$ cat config.mk
export PLATFORM = sky130hd
export DESIGN_NAME = euclidean_distance_bytes_unit
export DESIGN_NICKNAME = d
export VERILOG_FILES = /design/src/design/edb_pkg.sv /design/src/design/edb_accum.sv /design/src/design/edb_sqrt.sv /design/src/design/euclidean_distance_bytes_unit.sv
export VERILOG_INCLUDE_DIRS = /design/src /design/src/design
export SDC_FILE = /design/constraint.sdc
export NUM_CORES = 1
export LEC_CHECK = 0
export BUFFER_PORTS_ARGS = -buffer_cell sky130_fd_sc_hd__buf_2
export CAP_MARGIN = 25
export CORE_UTILIZATION = 45
export CTS_BUF_LIST = sky130_fd_sc_hd__clkbuf_8
export DETAILED_ROUTE_END_ITERATION = 8
export PLACE_DENSITY = 0.63
export SLEW_MARGIN = 20
export SYNTH_ARGS = -nofsm -noshare
export SYNTH_HDL_FRONTEND = slang
export SYNTH_SLANG_ARGS = --single-unit
$ cat constraint.sdc
create_clock -name clk -period 4.92 [get_ports clk]
set_input_delay 0.246 -clock clk [delete_from_list [all_inputs] [get_ports clk]]
set_output_delay 0.246 -clock clk [all_outputs]
set_load 0.02 [all_outputs]
$ cat src/design/euclidean_distance_bytes_unit_macros.svh
// Assertion macros shared by the euclidean distance unit
`ifndef EUCLIDEAN_DISTANCE_BYTES_UNIT_MACROS_SVH
`define EUCLIDEAN_DISTANCE_BYTES_UNIT_MACROS_SVH

// antecedent implies consequent in the same cycle
`define EDB_ASSERT_NOW(label, ante, cons, msg) \
    label: assert property (@(posedge clk) disable iff (!rst_n) (ante) |-> (cons)) \
        else $error(msg);

// antecedent implies consequent in the next cycle
`define EDB_ASSERT_NEXT(label, ante, cons, msg) \
    label: assert property (@(posedge clk) disable iff (!rst_n) (ante) |=> (cons)) \
        else $error(msg);

`endif

$ cat src/design/edb_pkg.sv
// Package: widths, limits and shared types of the euclidean distance unit
`default_nettype none
package edb_pkg;

    localparam int BYTE_W       = 8;
    localparam int SQ_W         = 2 * BYTE_W;
    localparam int SUM_W        = 28;
    localparam int FRAC_BITS    = 8;
    localparam int DIST_W       = 22;
    localparam int MAX_FEATURES = 4096;
    localparam int CNT_W        = $clog2(MAX_FEATURES + 1);
    localparam int OPND_W       = SUM_W + 2 * FRAC_BITS;
    localparam int SQRT_STEPS   = OPND_W / 2;
    localparam int STEP_W       = $clog2(SQRT_STEPS);
    localparam int REM_W        = DIST_W + 3;

    localparam logic [SUM_W-1:0] SUM_MAX = {SUM_W{1'b1}};

    typedef struct packed {
        logic [SUM_W-1:0] sum;
        logic             ovf;
    } edb_acc_t;

    typedef struct packed {
        logic busy;
    } edb_sqrt_stat_t;

    typedef enum logic [1:0] {
        ST_ACCUM,
        ST_ROOT,
        ST_HOLD
    } edb_state_t;

endpackage
`default_nettype wire

$ cat src/design/edb_accum.sv
// Row accumulator: squared byte difference added into a saturating sum
`default_nettype none
module edb_accum (
    input  wire logic                      clk,
    input  wire logic                      rst_n,
    input  wire logic                      take,
    input  wire logic [edb_pkg::BYTE_W-1:0] sample_byte,
    input  wire logic [edb_pkg::BYTE_W-1:0] query_byte,
    input  wire logic                      last_feature,
    output edb_pkg::edb_acc_t              acc
);
    import edb_pkg::*;

    logic [SUM_W-1:0]  sum_reg,   sum_next;
    logic              ovf_reg,   ovf_next;
    logic [CNT_W-1:0]  count_reg, count_next;

    logic [BYTE_W-1:0] diff;
    logic [SQ_W-1:0]   sq;
    logic [SUM_W:0]    sum_add;
    edb_acc_t          upd;
    logic [CNT_W-1:0]  count_upd;

    always_comb
    begin
        diff    = (sample_byte >= query_byte) ? (sample_byte - query_byte)
                                              : (query_byte - sample_byte);
        sq      = SQ_W'(diff) * SQ_W'(diff);
        sum_add = {1'b0, sum_reg} + (SUM_W + 1)'(sq);
        upd.sum   = sum_reg;
        upd.ovf   = ovf_reg;
        count_upd = count_reg;
        if (count_reg >= CNT_W'(MAX_FEATURES))
        begin
            upd.sum = SUM_MAX;
            upd.ovf = 1'b1;
        end
        else
        begin
            count_upd = count_reg + CNT_W'(1);
            if (sum_add[SUM_W])
            begin
                upd.sum = SUM_MAX;
                upd.ovf = 1'b1;
            end
            else
            begin
                upd.sum = sum_add[SUM_W-1:0];
            end
        end
    end

    always_comb
    begin
        sum_next   = sum_reg;
        ovf_next   = ovf_reg;
        count_next = count_reg;
        if (take)
        begin
            if (last_feature)
            begin
                sum_next   = '0;
                ovf_next   = 1'b0;
                count_next = '0;
            end
            else
            begin
                sum_next   = upd.sum;
                ovf_next   = upd.ovf;
                count_next = count_upd;
            end
        end
    end

    always_ff @(posedge clk or negedge rst_n)
    begin
        if (!rst_n)
        begin
            sum_reg   <= '0;
            ovf_reg   <= 1'b0;
            count_reg <= '0;
        end
        else
        begin
            sum_reg   <= sum_next;
            ovf_reg   <= ovf_next;
            count_reg <= count_next;
        end
    end

    assign acc = upd;

endmodule
`default_nettype wire

$ cat src/design/edb_sqrt.sv
// Shared square root unit: one result bit per cycle, digit recurrence
`default_nettype none
module edb_sqrt (
    input  wire logic                      clk,
    input  wire logic                      rst_n,
    input  wire logic                      start,
    input  wire logic [edb_pkg::SUM_W-1:0] operand,
    output edb_pkg::edb_sqrt_stat_t        stat,
    output logic [edb_pkg::DIST_W-1:0]     root
);
    import edb_pkg::*;

    logic              busy_reg, busy_next;
    logic [STEP_W-1:0] step_reg, step_next;
    logic [REM_W-1:0]  rem_reg,  rem_next;
    logic [DIST_W-1:0] root_reg, root_next;
    logic [OPND_W-1:0] opnd_reg, opnd_next;

    logic [REM_W-1:0]  rem_shift;
    logic [REM_W-1:0]  trial;

    always_comb
    begin
        rem_shift = {rem_reg[REM_W-3:0], opnd_reg[OPND_W-1 -: 2]};
        trial     = {1'b0, root_reg, 2'b01};
        busy_next = busy_reg;
        step_next = step_reg;
        rem_next  = rem_reg;
        root_next = root_reg;
        opnd_next = opnd_reg;
        if (start)
        begin
            busy_next = 1'b1;
            step_next = STEP_W'(SQRT_STEPS - 1);
            rem_next  = '0;
            root_next = '0;
            opnd_next = {operand, {(2 * FRAC_BITS){1'b0}}};
        end
        else if (busy_reg)
        begin
            opnd_next = {opnd_reg[OPND_W-3:0], 2'b00};
            if (rem_shift >= trial)
            begin
                rem_next  = rem_shift - trial;
                root_next = {root_reg[DIST_W-2:0], 1'b1};
            end
            else
            begin
                rem_next  = rem_shift;
                root_next = {root_reg[DIST_W-2:0], 1'b0};
            end
            if (step_reg == '0)
            begin
                busy_next = 1'b0;
            end
            else
            begin
                step_next = step_reg - STEP_W'(1);
            end
        end
    end

    always_ff @(posedge clk or negedge rst_n)
    begin
        if (!rst_n)
        begin
            busy_reg <= 1'b0;
            step_reg <= '0;
        end
        else
        begin
            busy_reg <= busy_next;
            step_reg <= step_next;
        end
    end

    always_ff @(posedge clk)
    begin
        rem_reg  <= rem_next;
        root_reg <= root_next;
        opnd_reg <= opnd_next;
    end

    assign stat.busy = busy_reg;
    assign root      = root_reg;

endmodule
`default_nettype wire

$ cat src/design/euclidean_distance_bytes_unit.sv
// Top level: euclidean distance of streamed byte rows with sequencer and result register
//
//   channel | ports                                          | transaction
//   --------+------------------------------------------------+-------------------------
//   in      | in_valid, in_stall, sample_byte, query_byte,   | one feature byte pair
//           | last_feature                                   |
//   out     | out_valid, out_stall, sum_squares,             | one result per row
//           | distance_fixed, overflowed                     |
//
// A feature that does not end a row is added into the row sum; rows stream at one
// feature per cycle while in_stall is low. The last feature of a row starts the shared
// square root unit, which resolves one result bit per cycle: in_stall stays high while
// it runs its 22 root steps and while the result register is loaded. Further stall
// cycles follow only while a previous result waits in the result register at root end.
// A result waiting in the result register does not block features of the next row.
// Reset clears the row sum, overflow flag, feature count and all valid state at once.
`default_nettype none
`include "euclidean_distance_bytes_unit_macros.svh"
module euclidean_distance_bytes_unit (
    input  wire logic                       clk,
    input  wire logic                       rst_n,
    input  wire logic                       in_valid,
    output logic                            in_stall,
    input  wire logic [edb_pkg::BYTE_W-1:0] sample_byte,
    input  wire logic [edb_pkg::BYTE_W-1:0] query_byte,
    input  wire logic                       last_feature,
    output logic                            out_valid,
    input  wire logic                       out_stall,
    output logic [edb_pkg::SUM_W-1:0]       sum_squares,
    output logic [edb_pkg::DIST_W-1:0]      distance_fixed,
    output logic                            overflowed
);
    import edb_pkg::*;

    edb_state_t        state_reg, state_next;
    logic              out_valid_reg, out_valid_next;
    logic [SUM_W-1:0]  sum_out_reg;
    logic [DIST_W-1:0] dist_out_reg;
    logic              ovf_out_reg;
    logic [SUM_W-1:0]  sum_hold_reg;
    logic              ovf_hold_reg;

    logic              in_accept;
    logic              row_end;
    logic              slot_free;
    logic              load_out;
    edb_acc_t          acc;
    edb_sqrt_stat_t    sqrt_stat;
    logic [DIST_W-1:0] sqrt_root;

    assign in_accept = in_valid && !in_stall;
    assign row_end   = in_accept && last_feature;
    assign slot_free = !out_valid_reg || !out_stall;

    edb_accum u_accum (
        .clk          (clk),
        .rst_n        (rst_n),
        .take         (in_accept),
        .sample_byte  (sample_byte),
        .query_byte   (query_byte),
        .last_feature (last_feature),
        .acc          (acc)
    );

    edb_sqrt u_sqrt (
        .clk     (clk),
        .rst_n   (rst_n),
        .start   (row_end),
        .operand (acc.sum),
        .stat    (sqrt_stat),
        .root    (sqrt_root)
    );

    always_comb
    begin
        state_next = state_reg;
        case (state_reg)
            ST_ACCUM:
            begin
                if (row_end)
                begin
                    state_next = ST_ROOT;
                end
            end
            ST_ROOT:
            begin
                if (!sqrt_stat.busy)
                begin
                    state_next = slot_free ? ST_ACCUM : ST_HOLD;
                end
            end
            ST_HOLD:
            begin
                if (slot_free)
                begin
                    state_next = ST_ACCUM;
                end
            end
            default:
            begin
                state_next = ST_ACCUM;
            end
        endcase
    end

    always_comb
    begin
        in_stall = 1'b1;
        load_out = 1'b0;
        case (state_reg)
            ST_ACCUM:
            begin
                in_stall = 1'b0;
            end
            ST_ROOT:
            begin
                load_out = !sqrt_stat.busy && slot_free;
            end
            ST_HOLD:
            begin
                load_out = slot_free;
            end
            default:
            begin
                in_stall = 1'b1;
            end
        endcase
    end

    always_comb
    begin
        if (load_out)
        begin
            out_valid_next = 1'b1;
        end
        else if (!out_stall)
        begin
            out_valid_next = 1'b0;
        end
        else
        begin
            out_valid_next = out_valid_reg;
        end
    end

    always_ff @(posedge clk or negedge rst_n)
    begin
        if (!rst_n)
        begin
            state_reg     <= ST_ACCUM;
            out_valid_reg <= 1'b0;
        end
        else
        begin
            state_reg     <= state_next;
            out_valid_reg <= out_valid_next;
        end
    end

    always_ff @(posedge clk)
    begin
        if (row_end)
        begin
            sum_hold_reg <= acc.sum;
            ovf_hold_reg <= acc.ovf;
        end
        if (load_out)
        begin
            sum_out_reg  <= sum_hold_reg;
            dist_out_reg <= sqrt_root;
            ovf_out_reg  <= ovf_hold_reg;
        end
    end

    assign out_valid      = out_valid_reg;
    assign sum_squares    = sum_out_reg;
    assign distance_fixed = dist_out_reg;
    assign overflowed     = ovf_out_reg;

    `EDB_ASSERT_NOW(a_stall_while_root, sqrt_stat.busy, in_stall,
        "input taken while square root unit busy")
    `EDB_ASSERT_NEXT(a_row_end_starts_root, row_end, sqrt_stat.busy && state_reg == ST_ROOT,
        "row end did not start square root unit")
    `EDB_ASSERT_NOW(a_ovf_means_max, out_valid && overflowed, sum_squares == SUM_MAX,
        "overflow flagged without saturated sum")
    `EDB_ASSERT_NOW(a_load_needs_idle_root, load_out, !sqrt_stat.busy,
        "result loaded before square root finished")

endmodule
`default_nettype wire
==> reports/metrics.cfg, run 1 <==
[floorplanning]
initial_core_util = 0.458
rows = 60
die_x_um = 167
die_area_um2 = 28000
core_um2 = 26900
die_h_um = 167
io_pins = 74

[layout]
mostFrequentLayoutCells = inv_1, buf_4, edfxtp_1, nor2_1, ha_1
multi_input_area_um2 = 6930
num-fill-cells = 2305
diodes = 0
layout_commonest_cell = inv_1
final_util = 0.589
design_area_um2 = 15800
layout.nets = 1594
syn_to_final_growth_pct = 28.6
drive_above_1_share = 0.296
seq_area_um2 = 5420

[placed_design]
dp_hpwl_mm = 20.0
gp_congestion = 0.849
placed_area_um2 = 14300
port_buffers = 73

[routing]
vias_per_cell = 5.29
detail_route.first_pass.iterations = 5
drc_errors = 0
drt_iter0_markers = 505
ant_nets = 0
wl_per_cell_um = 15.9
vias = 9591
drt-total-wl_mm = 28.8

[sta]
slew_headroom = 0.314
final_hold_viol_count = 0
tightest_slew_ps = 1030
finalClockSkew_ps = 26.0
grt_setup_unrepaired = yes
finalSetupViolCount = 86
period_share = 1.26
fmax_mhz = 162
period_needed_ps = 6180
slew_viol_final = 0
setup_slack_ps = -1260

[setup_path]
start_kind = input pin
reg2regPathDepth = 17
r2r-end = u_sqrt.opnd_reg[37]
r2r_start = u_accum.sum_reg[4]
slowest_stage = fa_1
crit_start = sample_byte[0]
cp_common_cell = fa_1
path_class = input pin to flop
required_ps = 5150
end_kind = flop
critical_path.max_fanout = 6
reg2reg_setup_slack_ps = 280
cp_slowest_stage_delay_ps = 580
cp.arrival_ps = 6410

[grt]
grt_usage = 0.208
grt_overflow = 0
grt_pass1_vias = 9826
antenna_found_initial = 1
grt_max_degree = 67
grt_pass1_wl_mm = 47.5

[yosys]
ys_seq_elements = 204
syn_area_um2 = 12300
syn_nets = 1361
yosys.area_share.xor_xnor = 0.0424
syn_inst = 1211
ys_async_sr_fraction = 0.250
yosysTopAreaCellShare = 0.264
synth_area_leader_cell = edfxtp_1
synth.area.mux_share = 0.0432
synth_top_family_by_area = adder cells
synth_edf_count = 108
seq_area_frac_synth = 0.440
syn_avg_cell_area_um2 = 10.2
yosysWarnings = 0
synth_area_leaders = edfxtp_1, dfrtp_1, ha_1, dfxtp_1, fa_1
synth_compound_area_frac = 0.142
synth_simple_gate_area_frac = 0.115
ys_types = 81
synth_fa_ha_area_frac = 0.155
ys.flop_type = edfxtp_1

[status]
violations = setup timing
outcome = finished with violations

[min_path]
hp-start = last_feature
min_path_type = input pin to flop
hold_path_depth = 2
hold_end = u_accum.count_reg[1]

[clocking]
clk_pin_slew_ps = 60
cts_sinks = 204
cts_tree = built
htreeDepth = 2
cts_made_buffers = 35
cts_root_buf = clkbuf_8
worstSkewPairLatency_ps = 530
cts_buffer_depth = 3

[job]
cap_violations = 0

[cells in the mapped netlist, drive strengths merged (27+ instances only)]
cell    instances
inv           151
nor2          115
edfxtp        108
ha             90
nand2          83
o21ai          83
a21oi          61
dfrtp          51
mux2i          47
dfxtp          45
fa             39
clkbuf         33
xor2           30
xnor2          27
[stage by stage]
stage	setup slack (ps)	std cells	setup TNS [ps]	hold slack [ps]
floorplan	-1600	1211	-117510	-49.6
global placement	-1960	1719	-155480	401
detailed placement	-2050	1719	-160760	405
CTS	-1290	1802	-97760	24.7
global route	-1490	1812	-115470	41.3
finish	-1260	1812	-93580	49.8
[timing repair]
action,in CTS,in global routing
buffers inserted,19,7
hold endpoints to repair,52,0
gates resized for setup,86,47
setup endpoints to repair,86,86
pin swaps,50,17
hold buffers,2,0
cloned,0,1
[critical path: cells and delay by family]
| family | cells | cell delay [ps] |
|---|---|---|
| fa+ha+maj | 7 | 2740 |
| compound gates | 8 | 1660 |
| buf+inv | 8 | 790 |
| simple gates | 3 | 170 |
| xor+xnor | 2 | 590 |
| mux | 1 | 220 |
[area by class of cell]
cell class,instances,area share
sequential,204,0.343
multi-input combinational,812,0.438
inverter,152,0.0372
tap,341,0.0270
timing repair buffer,239,0.112
clock buffer,38,0.0330
clock inverter,26,0.0103
[cells by family (layout without fill, tap and decap cells)]
kind of cell	count (synthesis)	after routing
DFF	204	204
buffers and inverters	195	455
and+or+nand+nor	306	306
xor gates and xnor gates	57	57
muxes	51	51
AOI/OAI and AO/OA	269	269
adders and majority gates	129	129
[worst max path at each step]
stage	endpoint	slack, ps	depth (start not counted)
3_3_place_gp	u_accum.sum_reg[27]	-1960	30
2_1_floorplan	u_accum.sum_reg[27]	-1600	27
3_5_place_dp	u_accum.sum_reg[27]	-2050	30
6_report	u_sqrt.opnd_reg[37]	-1260	29
4_1_cts	u_sqrt.opnd_reg[42]	-1290	30
5_1_grt	u_sqrt.opnd_reg[42]	-1490	31
[layer usage]
layer	part of all wire	vias to the layer above	track usage
met1	0.46	4661	0.277
met5	0	-	0
met2	0.48	186	0.351
met3	0.038	52	0.0265
li1	-	4692	-
met4	0.022	0	0.0686
Power of run 1 is left out: the tool's default activity adds up to more than one toggle a clock period on the data nets, which glitch-free logic cannot reach.
==> inputs of run 2 (changes only) <==
--- a/config.mk
+++ b/config.mk
@@ -6,6 +6,7 @@
 export SDC_FILE = /design/constraint.sdc
 export NUM_CORES = 1
 export LEC_CHECK = 0
+export ABC_AREA = 1
 export BUFFER_PORTS_ARGS = -buffer_cell sky130_fd_sc_hd__buf_2
 export CAP_MARGIN = 25
 export CORE_UTILIZATION = 45
==> reports/metrics.cfg, run 2 <==
[status]
outcome = finished with violations
violations = setup timing

[yosys]
synth_area_leader_cell = edfxtp_1
syn_inst = 1697
ys_async_sr_fraction = 0.250
seq_area_frac_synth = 0.402
yosysMostFrequentCell = nand2_1
synth_area_leaders = edfxtp_1, nand2_1, dfrtp_1, inv_1, ha_1
synth.area.mux_share = 0
synth.cells.most_frequent = nand2_1, inv_1, edfxtp_1
ys.flop_type = edfxtp_1
synth_top_family_by_area = simple AND/OR/NAND/NOR gates
ys_seq_elements = 204
yosysWarnings = 0
ys_types = 48
synth_fa_ha_area_frac = 0.141
synth_edf_count = 108
synth_simple_gate_area_frac = 0.251
syn_nets = 1847
syn_area_um2 = 13500
yosys.area_share.xor_xnor = 0.0202
synth_compound_area_frac = 0.0740
syn_avg_cell_area_um2 = 7.94
yosysTopAreaCellShare = 0.241

[sta]
slew_viol_final = 0
fmax_mhz = 193
period_share = 1.05
final_hold_viol_count = 0
slew_headroom = 0.483
finalSetupViolCount = 84
finalClockSkew_ps = 28.0
setup_slack_ps = -263
tightest_slew_ps = 774
grt_setup_unrepaired = yes
period_needed_ps = 5180

[routing]
vias_per_cell = 4.93
ant_nets = 0
drt-total-wl_mm = 33.1
wl_per_cell_um = 14.2
vias = 11500
drc_errors = 0
detail_route.first_pass.iterations = 5
drt_iter0_markers = 684

[layout]
final_cells = 2328
syn_to_final_growth_pct = 23.7
seq_area_um2 = 5420
num-fill-cells = 2672
drive_above_1_share = 0.237
diodes = 0
multi_input_area_um2 = 7130
layout_commonest_cell = nand2_1
mostFrequentLayoutCells = nand2_1, inv_1, buf_4, edfxtp_1, nor2_1
layout.nets = 2066

[placed_design]
post-place-ws_ps = -1060
gp_congestion = 0.936
dp_cells = 2243
dp_hpwl_mm = 25.0
port_buffers = 73

[min_path]
hp-start = in_valid
hold_end = u_accum.sum_reg[18]
min_path_type = input pin to flop
hold_path_depth = 5

[setup_path]
critical_path.max_fanout = 6
cp_common_cell = nand2_2
r2r_start = u_accum.sum_reg[7]
reg2reg_setup_slack_ps = 600
end_kind = flop
path_class = input pin to flop
start_kind = input pin
cp_slowest_stage_delay_ps = 570
slowest_stage = fa_2
r2r-end = u_sqrt.opnd_reg[23]
reg2regPathDepth = 22
cp.arrival_ps = 5490
required_ps = 5220

[floorplanning]
core_um2 = 29100
die_area_um2 = 30600
rows = 62
die_h_um = 175
die_x_um = 175
io_pins = 74
initial_core_util = 0.463

[grt]
grt_max_degree = 52
grt_pass1_vias = 11400
met2_usage = 0.375
antenna_found_initial = 0
grt_overflow = 0
met1_usage = 0.287
use_met3 = 0.0335
busiest_layer = met2
grt_usage = 0.220
grt_pass1_wl_mm = 54.5

[clocking]
cts_made_buffers = 36
cts_tree = built
clk_pin_slew_ps = 60
htreeDepth = 2
cts_root_buf = clkbuf_8
cts_sinks = 204
cts_buffer_depth = 3
worstSkewPairLatency_ps = 550

[job]
cap_violations = 0

-- run 2: per-layer routing --
layer	vias to the layer above	share of wire
met1	5422	0.46
met5	-	0
met3	67	0.044
li1	5759	-
met2	221	0.48
met4	0	0.024
-- run 2: worst max-delay path by stage --
| stage | endpoint | cells past startpoint | start |
|---|---|---|---|
| 6_report | sum_hold_reg[27] | 31 | sample_byte[0] |
| 5_1_grt | u_sqrt.opnd_reg[23] | 37 | sample_byte[0] |
| 3_5_place_dp | u_sqrt.opnd_reg[37] | 30 | sample_byte[0] |
| 3_3_place_gp | u_sqrt.opnd_reg[37] | 30 | sample_byte[0] |
| 4_1_cts | u_sqrt.opnd_reg[37] | 33 | sample_byte[0] |
| 2_1_floorplan | u_sqrt.opnd_reg[30] | 32 | sample_byte[0] |
-- run 2: final cells by class --
cell class	count	area share
multi-input combinational	1110	0.427
sequential	204	0.325
timing repair buffer	215	0.0945
inverter	349	0.0796
clock buffer	43	0.0355
tap	384	0.0288
clock inverter	23	0.00938
-- run 2: critical path, delay by kind of cell --
kind / cells / cell delay, ps
compound gates: 3 / 450
xor+xnor: 1 / 180
fa+ha+maj: 7 / 2700
simple gates: 10 / 890
buf+inv: 10 / 1010
-- run 2: metrics by stage --
step	hold WS (ps)	util	TNS (ps)	area (um^2)
global route	307	0.573	-31070	16700
floorplan	-49.6	-	-33350	13700
detailed placement	407	0.525	-79470	15300
finish	272	0.573	-13010	16700
CTS	252	0.562	-15970	16400
global placement	403	0.525	-72730	15300
-- run 2: cell families after synthesis --
group / after synthesis
xor+xnor: 29
simple gates: 791
fa+ha+maj: 129
flops: 204
compound gates: 160
buf+inv: 384
-- run 2: repair_timing --
item,CTS,global route
hold buffers,3,0
cloned,2,0
setup buffers,10,3
setup endpoints to repair,86,86
pin swaps,36,17
gates resized for setup,52,79
endpoints found under the hold margin,54,0
Power of run 2 is left out for the same reason.
